File: config.mk
export PLATFORM = sky130hd
export DESIGN_NAME = radix_number_to_ascii
export DESIGN_NICKNAME = d
export VERILOG_FILES = /design/src/design/rn2a_pkg.sv /design/src/design/rn2a_ctrl.sv /design/src/design/rn2a_dp.sv /design/src/design/radix_number_to_ascii.sv
export SDC_FILE = /design/constraint.sdc
export NUM_CORES = 1
export LEC_CHECK = 0
export BUFFER_PORTS_ARGS = -buffer_cell sky130_fd_sc_hd__clkbuf_2
export CAP_MARGIN = 20
export CORE_MARGIN = 2
export CORE_UTILIZATION = 30
export CTS_BUF_LIST = sky130_fd_sc_hd__clkbuf_4 sky130_fd_sc_hd__clkbuf_8 sky130_fd_sc_hd__clkbuf_16
export CTS_CLUSTER_SIZE = 24
export DETAILED_ROUTE_END_ITERATION = 10
export PLACE_DENSITY_LB_ADDON = 0.1
export SLEW_MARGIN = 5
export SYNTH_ARGS = -nofsm -noshare
export SYNTH_HDL_FRONTEND = slang
export SYNTH_SLANG_ARGS = --single-unit
File: constraint.sdc
create_clock -name clk -period 2.51 [get_ports clk]
set_input_delay 0 -clock clk [delete_from_list [all_inputs] [get_ports clk]]
set_output_delay 0 -clock clk [all_outputs]
set_load 0.05 [all_outputs]
File: src/design/rn2a_pkg.sv
package rn2a_pkg;

	localparam int VALUE_BITS_DEF = 32;
	localparam int RADIX_W        = 6;
	localparam int CHAR_W         = 7;
	localparam int APB_DATA_W     = 32;
	localparam int APB_ADDR_W     = 2;

	localparam logic [RADIX_W-1:0] RADIX_RESET = 6'd16;
	localparam logic [RADIX_W-1:0] RADIX_MIN   = 6'd2;
	localparam logic [RADIX_W-1:0] RADIX_MAX   = 6'd36;
	localparam logic [RADIX_W-1:0] DIGIT_TEN   = 6'd10;
	localparam logic [CHAR_W-1:0]  ASCII_ZERO  = 7'd48;
	localparam logic [CHAR_W-1:0]  ASCII_A     = 7'd65;

	// Commands from the controller to the datapath.
	typedef struct packed {
		logic load;
		logic div_step;
		logic store;
		logic rd;
		logic ld_out;
	} cmd_t;

	// Status from the datapath to the controller.
	typedef struct packed {
		logic div_last;
		logic q_zero;
		logic cnt_zero;
	} status_t;

	function automatic logic [RADIX_W-1:0] eff_radix(input logic [RADIX_W-1:0] r);
		logic [RADIX_W-1:0] res;
		res = r;
		if (r < RADIX_MIN) begin
			res = RADIX_MIN;
		end else if (r > RADIX_MAX) begin
			res = RADIX_MAX;
		end
		return res;
	endfunction

	function automatic logic [CHAR_W-1:0] digit_ascii(input logic [RADIX_W-1:0] d);
		logic [CHAR_W-1:0] c;
		if (d < DIGIT_TEN) begin
			c = CHAR_W'(d) + ASCII_ZERO;
		end else begin
			c = CHAR_W'(d) - CHAR_W'(DIGIT_TEN) + ASCII_A;
		end
		return c;
	endfunction

endpackage

File: src/design/rn2a_ctrl.sv
module rn2a_ctrl (
	input  logic              clk,
	input  logic              arst_n,
	input  logic              in_valid,
	output logic              in_stall,
	output logic              out_valid,
	input  logic              out_stall,
	input  rn2a_pkg::status_t status,
	output rn2a_pkg::cmd_t    cmd
);

	localparam logic [2:0] S_IDLE  = 3'd0;
	localparam logic [2:0] S_DIV   = 3'd1;
	localparam logic [2:0] S_STORE = 3'd2;
	localparam logic [2:0] S_READ  = 3'd3;
	localparam logic [2:0] S_LOAD  = 3'd4;
	localparam logic [2:0] S_OUT   = 3'd5;

	logic [2:0] state_q;
	logic [2:0] state_nx;
	logic       last_q;

	assign in_stall  = (state_q != S_IDLE);
	assign out_valid = (state_q == S_OUT);

	always_comb begin
		state_nx     = state_q;
		cmd          = '0;
		case (state_q)
			S_IDLE: begin
				if (in_valid) begin
					cmd.load = 1'b1;
					state_nx = S_DIV;
				end
			end
			S_DIV: begin
				cmd.div_step = 1'b1;
				if (status.div_last) begin
					state_nx = S_STORE;
				end
			end
			S_STORE: begin
				cmd.store = 1'b1;
				state_nx  = status.q_zero ? S_READ : S_DIV;
			end
			S_READ: begin
				cmd.rd   = 1'b1;
				state_nx = S_LOAD;
			end
			S_LOAD: begin
				cmd.ld_out = 1'b1;
				state_nx   = S_OUT;
			end
			S_OUT: begin
				if (!out_stall) begin
					state_nx = last_q ? S_IDLE : S_READ;
				end
			end
			default: begin
				state_nx = S_IDLE;
			end
		endcase
	end

	always_ff @(posedge clk or negedge arst_n) begin
		if (!arst_n) begin
			state_q <= S_IDLE;
			last_q  <= 1'b0;
		end else begin
			state_q <= state_nx;
			if (cmd.ld_out) begin
				last_q <= status.cnt_zero;
			end
		end
	end

endmodule

File: src/design/rn2a_dp.sv
module rn2a_dp #(
	parameter int VALUE_BITS = rn2a_pkg::VALUE_BITS_DEF
) (
	input  logic                          clk,
	input  logic                          arst_n,
	input  rn2a_pkg::cmd_t                cmd,
	output rn2a_pkg::status_t             status,
	input  logic [31:0]                   value,
	input  logic [rn2a_pkg::RADIX_W-1:0]  radix_reg,
	output logic [rn2a_pkg::CHAR_W-1:0]   digit_char,
	output logic                          last
);

	localparam int CNT_W = $clog2(VALUE_BITS + 1);
	localparam int IDX_W = $clog2(VALUE_BITS);
	localparam int BIT_W = $clog2(VALUE_BITS);
	localparam int RW    = rn2a_pkg::RADIX_W;

	logic [VALUE_BITS-1:0] v_q;
	logic [RW-1:0]         rem_q;
	logic [BIT_W-1:0]      bit_q;
	logic [CNT_W-1:0]      cnt_q;
	logic [CNT_W-1:0]      cnt_m1;
	logic [RW-1:0]         mem [VALUE_BITS];
	logic [RW-1:0]         rd_q;
	logic [RW-1:0]         radix_e;
	logic [RW:0]           rem_sh;
	logic [RW-1:0]         rem_nx;
	logic                  q_bit;
	logic                  last_q;
	logic [rn2a_pkg::CHAR_W-1:0] char_q;

	assign radix_e = rn2a_pkg::eff_radix(radix_reg);
	assign cnt_m1  = cnt_q - 1'b1;

	// One restoring shift-subtract step of the division by the radix.
	// The new remainder is always below the radix, so it fits the radix width.
	always_comb begin
		rem_sh = {rem_q, v_q[VALUE_BITS-1]};
		q_bit  = (rem_sh >= {1'b0, radix_e});
		rem_nx = q_bit ? RW'(rem_sh - {1'b0, radix_e}) : rem_sh[RW-1:0];
	end

	assign status.div_last = (bit_q == '0);
	assign status.q_zero   = (v_q == '0);
	assign status.cnt_zero = (cnt_q == '0);

	always_ff @(posedge clk or negedge arst_n) begin
		if (!arst_n) begin
			cnt_q <= '0;
			bit_q <= '0;
		end else begin
			if (cmd.load) begin
				cnt_q <= '0;
				bit_q <= BIT_W'(VALUE_BITS - 1);
			end else if (cmd.div_step) begin
				bit_q <= bit_q - 1'b1;
			end else if (cmd.store) begin
				cnt_q <= cnt_q + 1'b1;
				bit_q <= BIT_W'(VALUE_BITS - 1);
			end else if (cmd.rd) begin
				cnt_q <= cnt_m1;
			end
		end
	end

	always_ff @(posedge clk) begin
		if (cmd.load) begin
			v_q   <= VALUE_BITS'(value);
			rem_q <= '0;
		end else if (cmd.div_step) begin
			v_q   <= {v_q[VALUE_BITS-2:0], q_bit};
			rem_q <= rem_nx;
		end else if (cmd.store) begin
			rem_q <= '0;
		end
		if (cmd.ld_out) begin
			char_q <= rn2a_pkg::digit_ascii(rd_q);
			last_q <= (cnt_q == '0);
		end
	end

	// Digit store: written least significant first, read back in reverse.
	always_ff @(posedge clk) begin
		if (cmd.store) begin
			mem[cnt_q[IDX_W-1:0]] <= rem_q;
		end
		if (cmd.rd) begin
			rd_q <= mem[cnt_m1[IDX_W-1:0]];
		end
	end

	assign digit_char = char_q;
	assign last       = last_q;

endmodule

File: src/design/radix_number_to_ascii.sv
// Each digit costs one pass of the bit-serial shift-subtract divider and a store of its remainder,
// and each character then takes a memory read, an output load and an output state that holds
// while out_stall is high.
// One value is converted at a time: in_stall stays high until its last character is accepted.
// Reset: arst_n clears the controller to idle and sets the radix register to 16.
module radix_number_to_ascii #(
	parameter int VALUE_BITS = rn2a_pkg::VALUE_BITS_DEF
) (
	input  logic                             clk,
	input  logic                             arst_n,
	input  logic                             in_valid,
	output logic                             in_stall,
	input  logic [31:0]                      value,
	output logic                             out_valid,
	input  logic                             out_stall,
	output logic [rn2a_pkg::CHAR_W-1:0]      digit_char,
	output logic                             last,
	input  logic                             psel,
	input  logic                             penable,
	input  logic                             pwrite,
	input  logic [rn2a_pkg::APB_ADDR_W-1:0]  paddr,
	input  logic [rn2a_pkg::APB_DATA_W-1:0]  pwdata,
	output logic [rn2a_pkg::APB_DATA_W-1:0]  prdata,
	output logic                             pready
);

	logic [rn2a_pkg::RADIX_W-1:0] radix_q;
	rn2a_pkg::cmd_t               cmd;
	rn2a_pkg::status_t            status;
	logic                         unused_addr;

	assign pready      = 1'b1;
	// A single register occupies the whole address range.
	assign unused_addr = ^paddr;
	assign prdata      = {{(rn2a_pkg::APB_DATA_W - rn2a_pkg::RADIX_W){unused_addr & 1'b0}},
		radix_q};

	always_ff @(posedge clk or negedge arst_n) begin
		if (!arst_n) begin
			radix_q <= rn2a_pkg::RADIX_RESET;
		end else if (psel && penable && pwrite && pready) begin
			radix_q <= pwdata[rn2a_pkg::RADIX_W-1:0];
		end
	end

	rn2a_ctrl u_ctrl (
		.clk       (clk),
		.arst_n    (arst_n),
		.in_valid  (in_valid),
		.in_stall  (in_stall),
		.out_valid (out_valid),
		.out_stall (out_stall),
		.status    (status),
		.cmd       (cmd)
	);

	rn2a_dp #(
		.VALUE_BITS (VALUE_BITS)
	) u_dp (
		.clk        (clk),
		.arst_n     (arst_n),
		.cmd        (cmd),
		.status     (status),
		.value      (value),
		.radix_reg  (radix_q),
		.digit_char (digit_char),
		.last       (last)
	);

endmodule

==> run metrics, run 1 <==
post-place setup slack=0.111 ns; DIE WIDTH=201 um; PortBufs=60; clock transition at the registers of the reported paths=0.06 ns; row count=72; total CTS buffers=31; Cell Area, Synth=11,700 um^2; post-route ant nets=0; Syn Area/Cell=15.1 um^2; Critical Path AT=2.66 ns; status=completed; Filler cells=3,722; n_diodes=0; Cell Area, Placed=12,900 um^2; synthesis-to-layout area growth=23.9%; remaining global-route overflow=0; CTS tree=done; Slew Viols, Final=0; Skew-Pair Late Insertion Delay=0.55 ns; I/O pin count=116; # setup viols final=0; largest net degree at the start of global routing=36; Setup crit end kind=flip-flop; Max VDD drop=0.000675 V; sequential share of the synthesized area=0.667; # H-tree levels=1; Netlist cell types=62; Final Skew=0.0156 ns; Slew HR=0.511; CP Launch Type=flip-flop; max cap viols=0; initial DRC count=358; Hold WC Path Type=input port to flip-flop; HPWL Detailed=17,100 um; Util after Layout=0.376; Final Cycle Share=0.945; GP Congestion=0.771; Post-Synthesis Cells=775; drt wl/cell=17.6 um; Routed Wire Length=26,100 um; Die ar.=40,600 um^2; DRT Pass-1 Iters=4; placed cell count=1,377; initial antenna violation count=0; Layout Cells excl Fill=1,486; Num Clock Sinks=265; Top FF cell, synth=edfxtp_1; clk buf depth=3; FFs w/ async S/R, synth=0.0792; detailed-route via count=6,756; proportion of layout cells with a drive suffix above 1=0.261; Post-synth EDFFs=238; PD cells=1220 nW/um^2; Die Y=201 um; number of global-route vias before repair=7,191; Synth warnings=0; CP Max Fanout=24; Final Hold Vio Count=0; Leakage=5.38 nW; final worst slack=0.138 ns; Final nets=1,034; Synth Register Bits=265; total global-route track usage=0.129; WHS=0.243 ns; DR vias/cell=4.55; first-pass GRT wire length=40,700 um; type of the worst setup path=flip-flop to flip-flop; Fmax achieved=422 MHz; Worst-Margin Slew=0.729 ns; Worst R2R Setup Slack=0.14 ns; fin area=14,500 um^2; DRC Markers=0; core area=38,600 um^2; CTS Root Cell=clkbuf_16; Initial Util=0.303; Worst EP required=2.80 ns; Period minus WS final=2.37 ns
[cell usage after synthesis, drive strengths merged (17+ instances only)]
| library cell | n | area (um^2) |
|---|---|---|
| nand2 | 123 | 462 |
| buf | 42 | 313 |
| mux2 | 21 | 236 |
| ha | 17 | 213 |
| mux2i | 18 | 180 |
| edfxtp | 238 | 7150 |
| clkbuf | 18 | 67.6 |
| inv | 19 | 71.3 |
| mux4 | 48 | 1110 |
| o21ai | 17 | 85.1 |
| dfrtp | 20 | 500 |
| nor2 | 60 | 225 |
[routing by layer]
layer,GRT usage,wire length (um),up-vias,part of all wire
li1,-,-,3208,-
met1,0.162,11500,3383,0.44
met2,0.228,13100,129,0.50
met3,0.0222,1010,36,0.039
met4,0.0349,551,0,0.021
met5,0,0,-,0
[cell type report]
class | count | area, um^2 | share of cell area
clock buffer | 40 | 862 | 0.0595
multi-input combinational | 456 | 3560 | 0.246
clock inverter | 18 | 223 | 0.0154
timing repair buffer | 170 | 1320 | 0.0911
tap | 518 | 648 | 0.0448
sequential | 265 | 7800 | 0.538
inverter | 19 | 71.3 | 0.00492
[flip-flops by register name, summed over array words and instances, names as in the netlist]
signal	cells
u_dp.rd_q	6
u_dp.bit_q	5
u_dp.rem_q	6
u_ctrl.last_q	1
u_dp.cnt_q	6
u_ctrl.state_q	3
u_dp.v_q	32
radix_q	6
u_dp.digit_char	7
u_dp.mem	192
u_dp.last	1
[per-stage QoR]
stage / total power, W / setup TNS, ns
global route: 0.0187 / -0.0408
CTS: 0.0180 / 0
detailed placement: 0.0132 / 0
floorplan: 0.0110 / 0
finish: 0.0177 / 0
global placement: 0.0130 / 0
[final timing paths]
| path | cells after the start | end | start |
|---|---|---|---|
| worst max-delay path | 7 | u_dp.rd_q[1] | u_dp.cnt_q[0] |
| worst min-delay path | 4 | u_dp.v_q[23] | value[23] |
| worst max register to register | 7 | u_dp.rd_q[1] | u_dp.cnt_q[0] |
| worst min register to register | 1 | u_dp.bit_q[2] | u_dp.bit_q[2] |
| max in group asynchronous | 5 | u_dp.cnt_q[0] | arst_n |
| min in group asynchronous | 3 | radix_q[4] | arst_n |
[power by group]
part	internal, W	leakage, nW	switching [W]
logic	0.00278	2.35	0.00381
clock network	0.00293	0.547	0.00173
registers	0.00600	2.49	0.000416
total	0.0117	5.38	0.00596
[layout by cell type, fill, tap and decap left out, types with 15 or more instances in the layout]
cell | Yosys | final
mux2i_1 | 18 | 18
ha_1 | 17 | 16
clkbuf_2 | 0 | 60
clkbuf_16 | 0 | 31
nand2_1 | 123 | 123
buf_4 | 29 | 55
inv_1 | 18 | 18
mux2_2 | 21 | 21
edfxtp_1 | 238 | 238
conb_1 | 2 | 27
a21oi_1 | 15 | 15
o21ai_0 | 16 | 16
dfrtp_1 | 20 | 18
nor2_1 | 60 | 60
mux4_2 | 39 | 39
dlygate4sd3_1 | 0 | 49
[worst max-delay path, stage by stage (launching register included)]
cell	delay, ns
dfrtp_2	0.43
inv_2	0.08
ha_2	0.38
buf_12	0.21
mux4_2	0.35
mux2_2	0.29
o22ai_1	0.28
nor2_1	0.09
[logic make-up after synthesis]
family / synth area share
xor gates and xnor gates: 0.00963
buffers and inverters: 0.0386
and+or+nand+nor: 0.0899
DFF: 0.667
AOI/OAI and AO/OA: 0.0435
other: 0.000643
adders and majority gates: 0.0199
muxes: 0.131
[timing repair]
| action | in CTS | in global routing |
|---|---|---|
| gates resized for setup | 0 | 3 |
| endpoints found under the hold margin | 68 | 0 |
| hold buffers | 49 | 0 |
| endpoints found under the setup margin | 0 | 4 |
| setup buffers | 0 | 1 |
No activity file was read; power rests on OpenSTA's default activity.
==> inputs of run 2 (changes only) <==
- ABC_AREA: unset -> 1
==> run 2 against run 1 <==
Die area up 8.2%. Critical endpoint is now u_dp.rem_q[4]. Largest power group unchanged. Core utilization shrank 1.2 points. Final cell count is 36% higher.
==> run metrics, run 2 <==
Synth warnings=0 (unchanged); post-route ant nets=0 (unchanged); post-place setup slack=0.156 ns (+0.0451 ns); core area=41,800 um^2 (+8.3%); status=completed; Initial Util=0.303 (about the same); Cell Area, Synth=12,700 um^2 (+8.3%); Top FF cell, synth=edfxtp_1; WHS=0.251 ns (+0.00788 ns); Final nets=1,554 (+50%); Max VDD drop=0.000623 V (-7.7%); Syn Area/Cell=9.62 um^2 (-36%); PortBufs=60 (unchanged); Leakage=6.67 nW (+24%); Final Cycle Share=0.906 (-0.0395); total CTS buffers=30 (-3.2%); Worst EP required=3.03 ns (+0.23 ns); final worst slack=0.237 ns (+0.0992 ns); max cap viols=0 (unchanged); Post-synth EDFFs=238 (unchanged); Setup crit end kind=flip-flop; Slew HR=0.577 (+0.0657); detailed-route via count=8,866 (+31%); Final Hold Vio Count=0 (unchanged); DRC Markers=0 (unchanged); Period minus WS final=2.27 ns (-0.0992 ns); HPWL Detailed=20,200 um (+18%); Die Y=209 um (+4.0%); Worst-Margin Slew=0.632 ns (-0.0964 ns); Post-Synthesis Cells=1,316 (+70%); PD cells=1240 nW/um^2 (+1.3%); first-pass GRT wire length=51,300 um (+26%); CP Max Fanout=4 (-83%); FFs w/ async S/R, synth=0.0792 (unchanged); commonest cells after routing, fill and taps aside=nand2_1 (384), edfxtp_1 (238), inv_1 (211); post-synth top area share=0.564 (-0.0470); type of the worst setup path=flip-flop to flip-flop; Cell Area, Placed=13,700 um^2 (+6.3%); DR vias/cell=4.38 (-3.7%); total global-route track usage=0.152 (+0.0235); remaining global-route overflow=0 (unchanged); Routed Wire Length=32,800 um (+26%); clock transition at the registers of the reported paths=0.06 ns (about the same); number of flip-flops in the largest register=192 (unchanged); initial DRC count=502 (+40%); largest net degree at the start of global routing=69 (+92%); Fmax achieved=440 MHz (+4.4%); Fin Setup TNS=0 ns (unchanged); synthesis-to-layout area growth=20.0%; proportion of layout cells with a drive suffix above 1=0.129 (-0.132); DIE WIDTH=209 um (+4.0%); Netlist cell types=43 (-31%); Hold WC Path Type=input port to flip-flop; Critical Path AT=2.79 ns (+0.13 ns); Final Skew=0.00868 ns (-0.00691 ns); Synth Register Bits=265 (unchanged); Die ar.=43,900 um^2 (+8.2%); setup repair bufs after CTS=0 (unchanged); largest cells by area after synthesis=edfxtp_1 (56%), nand2_1 (11%), nand3_1 (7.1%); row count=75 (+4.2%); Skew-Pair Late Insertion Delay=0.57 ns (+0.02 ns); drt wl/cell=16.2 um (-7.8%); number of global-route vias before repair=9,066 (+26%); GP Congestion=0.797 (+3.3%); initial antenna violation count=0 (unchanged); # H-tree levels=1 (unchanged); post-synth top area cell=edfxtp_1; fin area=15,200 um^2 (+5.0%); I/O pin count=116 (unchanged); RSZ-0062 raised after global routing=false; # setup viols final=0 (unchanged); most frequent cell after synthesis=nand2_1; commonest cells in the netlist=nand2_1 (384), edfxtp_1 (238), inv_1 (211); clk buf depth=3 (unchanged); most common cell after layout, fill and taps aside=nand2_1; CTS Root Cell=clkbuf_16; DRT Pass-1 Iters=4 (unchanged); CTS tree=done; sequential share of the synthesized area=0.616 (-0.0513); Num Clock Sinks=265 (unchanged); Slew Viols, Final=0 (unchanged); CP Launch Type=flip-flop
-- run 2: where the power goes --
group          switching, W  internal [W]
registers          0.000309       0.00606
logic               0.00579       0.00249
clock network       0.00181       0.00232
-- run 2: final timing paths --
path	start	end	slack, ns	cells past startpoint
worst max-delay path	radix_q[4]	u_dp.rem_q[4]	0.24	14
worst min-delay path	value[21]	u_dp.v_q[21]	0.25	4
worst max register to register	radix_q[4]	u_dp.rem_q[4]	0.24	14
worst min register to register	u_dp.bit_q[4]	u_dp.bit_q[4]	0.48	2
max in group asynchronous	arst_n	u_dp.cnt_q[0]	1.09	5
min in group asynchronous	arst_n	radix_q[4]	0.46	3
-- run 2: through the flow --
step	std cells	utilization	total power [W]
after floorplan	1341	-	0.0119
after global placement	1913	0.327	0.0147
after detailed placement	1913	0.327	0.0148
after CTS	2024	0.363	0.0191
after global routing	2025	0.364	0.0202
final	2026	0.364	0.0188
-- run 2: area by class of cell --
| cell class | count | area (um^2) |
|---|---|---|
| antenna | 1 | 2.50 |
| clock buffer | 34 | 781 |
| clock inverter | 21 | 134 |
| fill | 4248 | 26600 |
| inverter | 221 | 832 |
| multi-input combinational | 779 | 3640 |
| sequential | 265 | 7790 |
| tap | 539 | 674 |
| timing repair buffer | 166 | 1340 |
-- run 2: logic make-up (layout without fill, tap and decap cells) --
| family | count (synthesis) | after routing | synth area share |
|---|---|---|---|
| other | 2 | 28 | 0.000593 |
| adder cells (fa/ha/maj) | 18 | 18 | 0.0184 |
| XOR/XNOR | 8 | 8 | 0.00820 |
| AO/OA/AOI/OAI | 68 | 68 | 0.0295 |
| AND/OR/NAND/NOR | 654 | 654 | 0.218 |
| multiplexers | 4 | 4 | 0.00356 |
| buffers and inverters | 297 | 442 | 0.106 |
| flip-flops | 265 | 265 | 0.616 |
-- run 2: layer usage --
| layer | up-vias | wire [um] | track usage |
|---|---|---|---|
| met1 | 4209 | 14800 | 0.194 |
| met3 | 49 | 821 | 0.0202 |
| li1 | 4502 | - | - |
| met5 | - | 0 | 0 |
| met4 | 0 | 765 | 0.0401 |
| met2 | 106 | 16400 | 0.272 |
-- run 2: repair_timing --
item,4_1_cts,5_1_grt
hold buffers,56,0
gates resized for setup,0,4
endpoints found under the hold margin,62,0
endpoints found under the setup margin,0,6
-- run 2: worst max-delay path, stage by stage (launching register included) --
cell,delay [ns]
dfstp_2,0.55
nor2_1,0.07
a21oi_2,0.18
inv_1,0.10
nand2_1,0.06
nor2_1,0.05
ha_1,0.20
fa_1,0.39
inv_1,0.09
nand3_1,0.09
nand2_1,0.08
nor2_1,0.04
o21ai_0,0.17
nand3_1,0.08
nand2_1,0.06
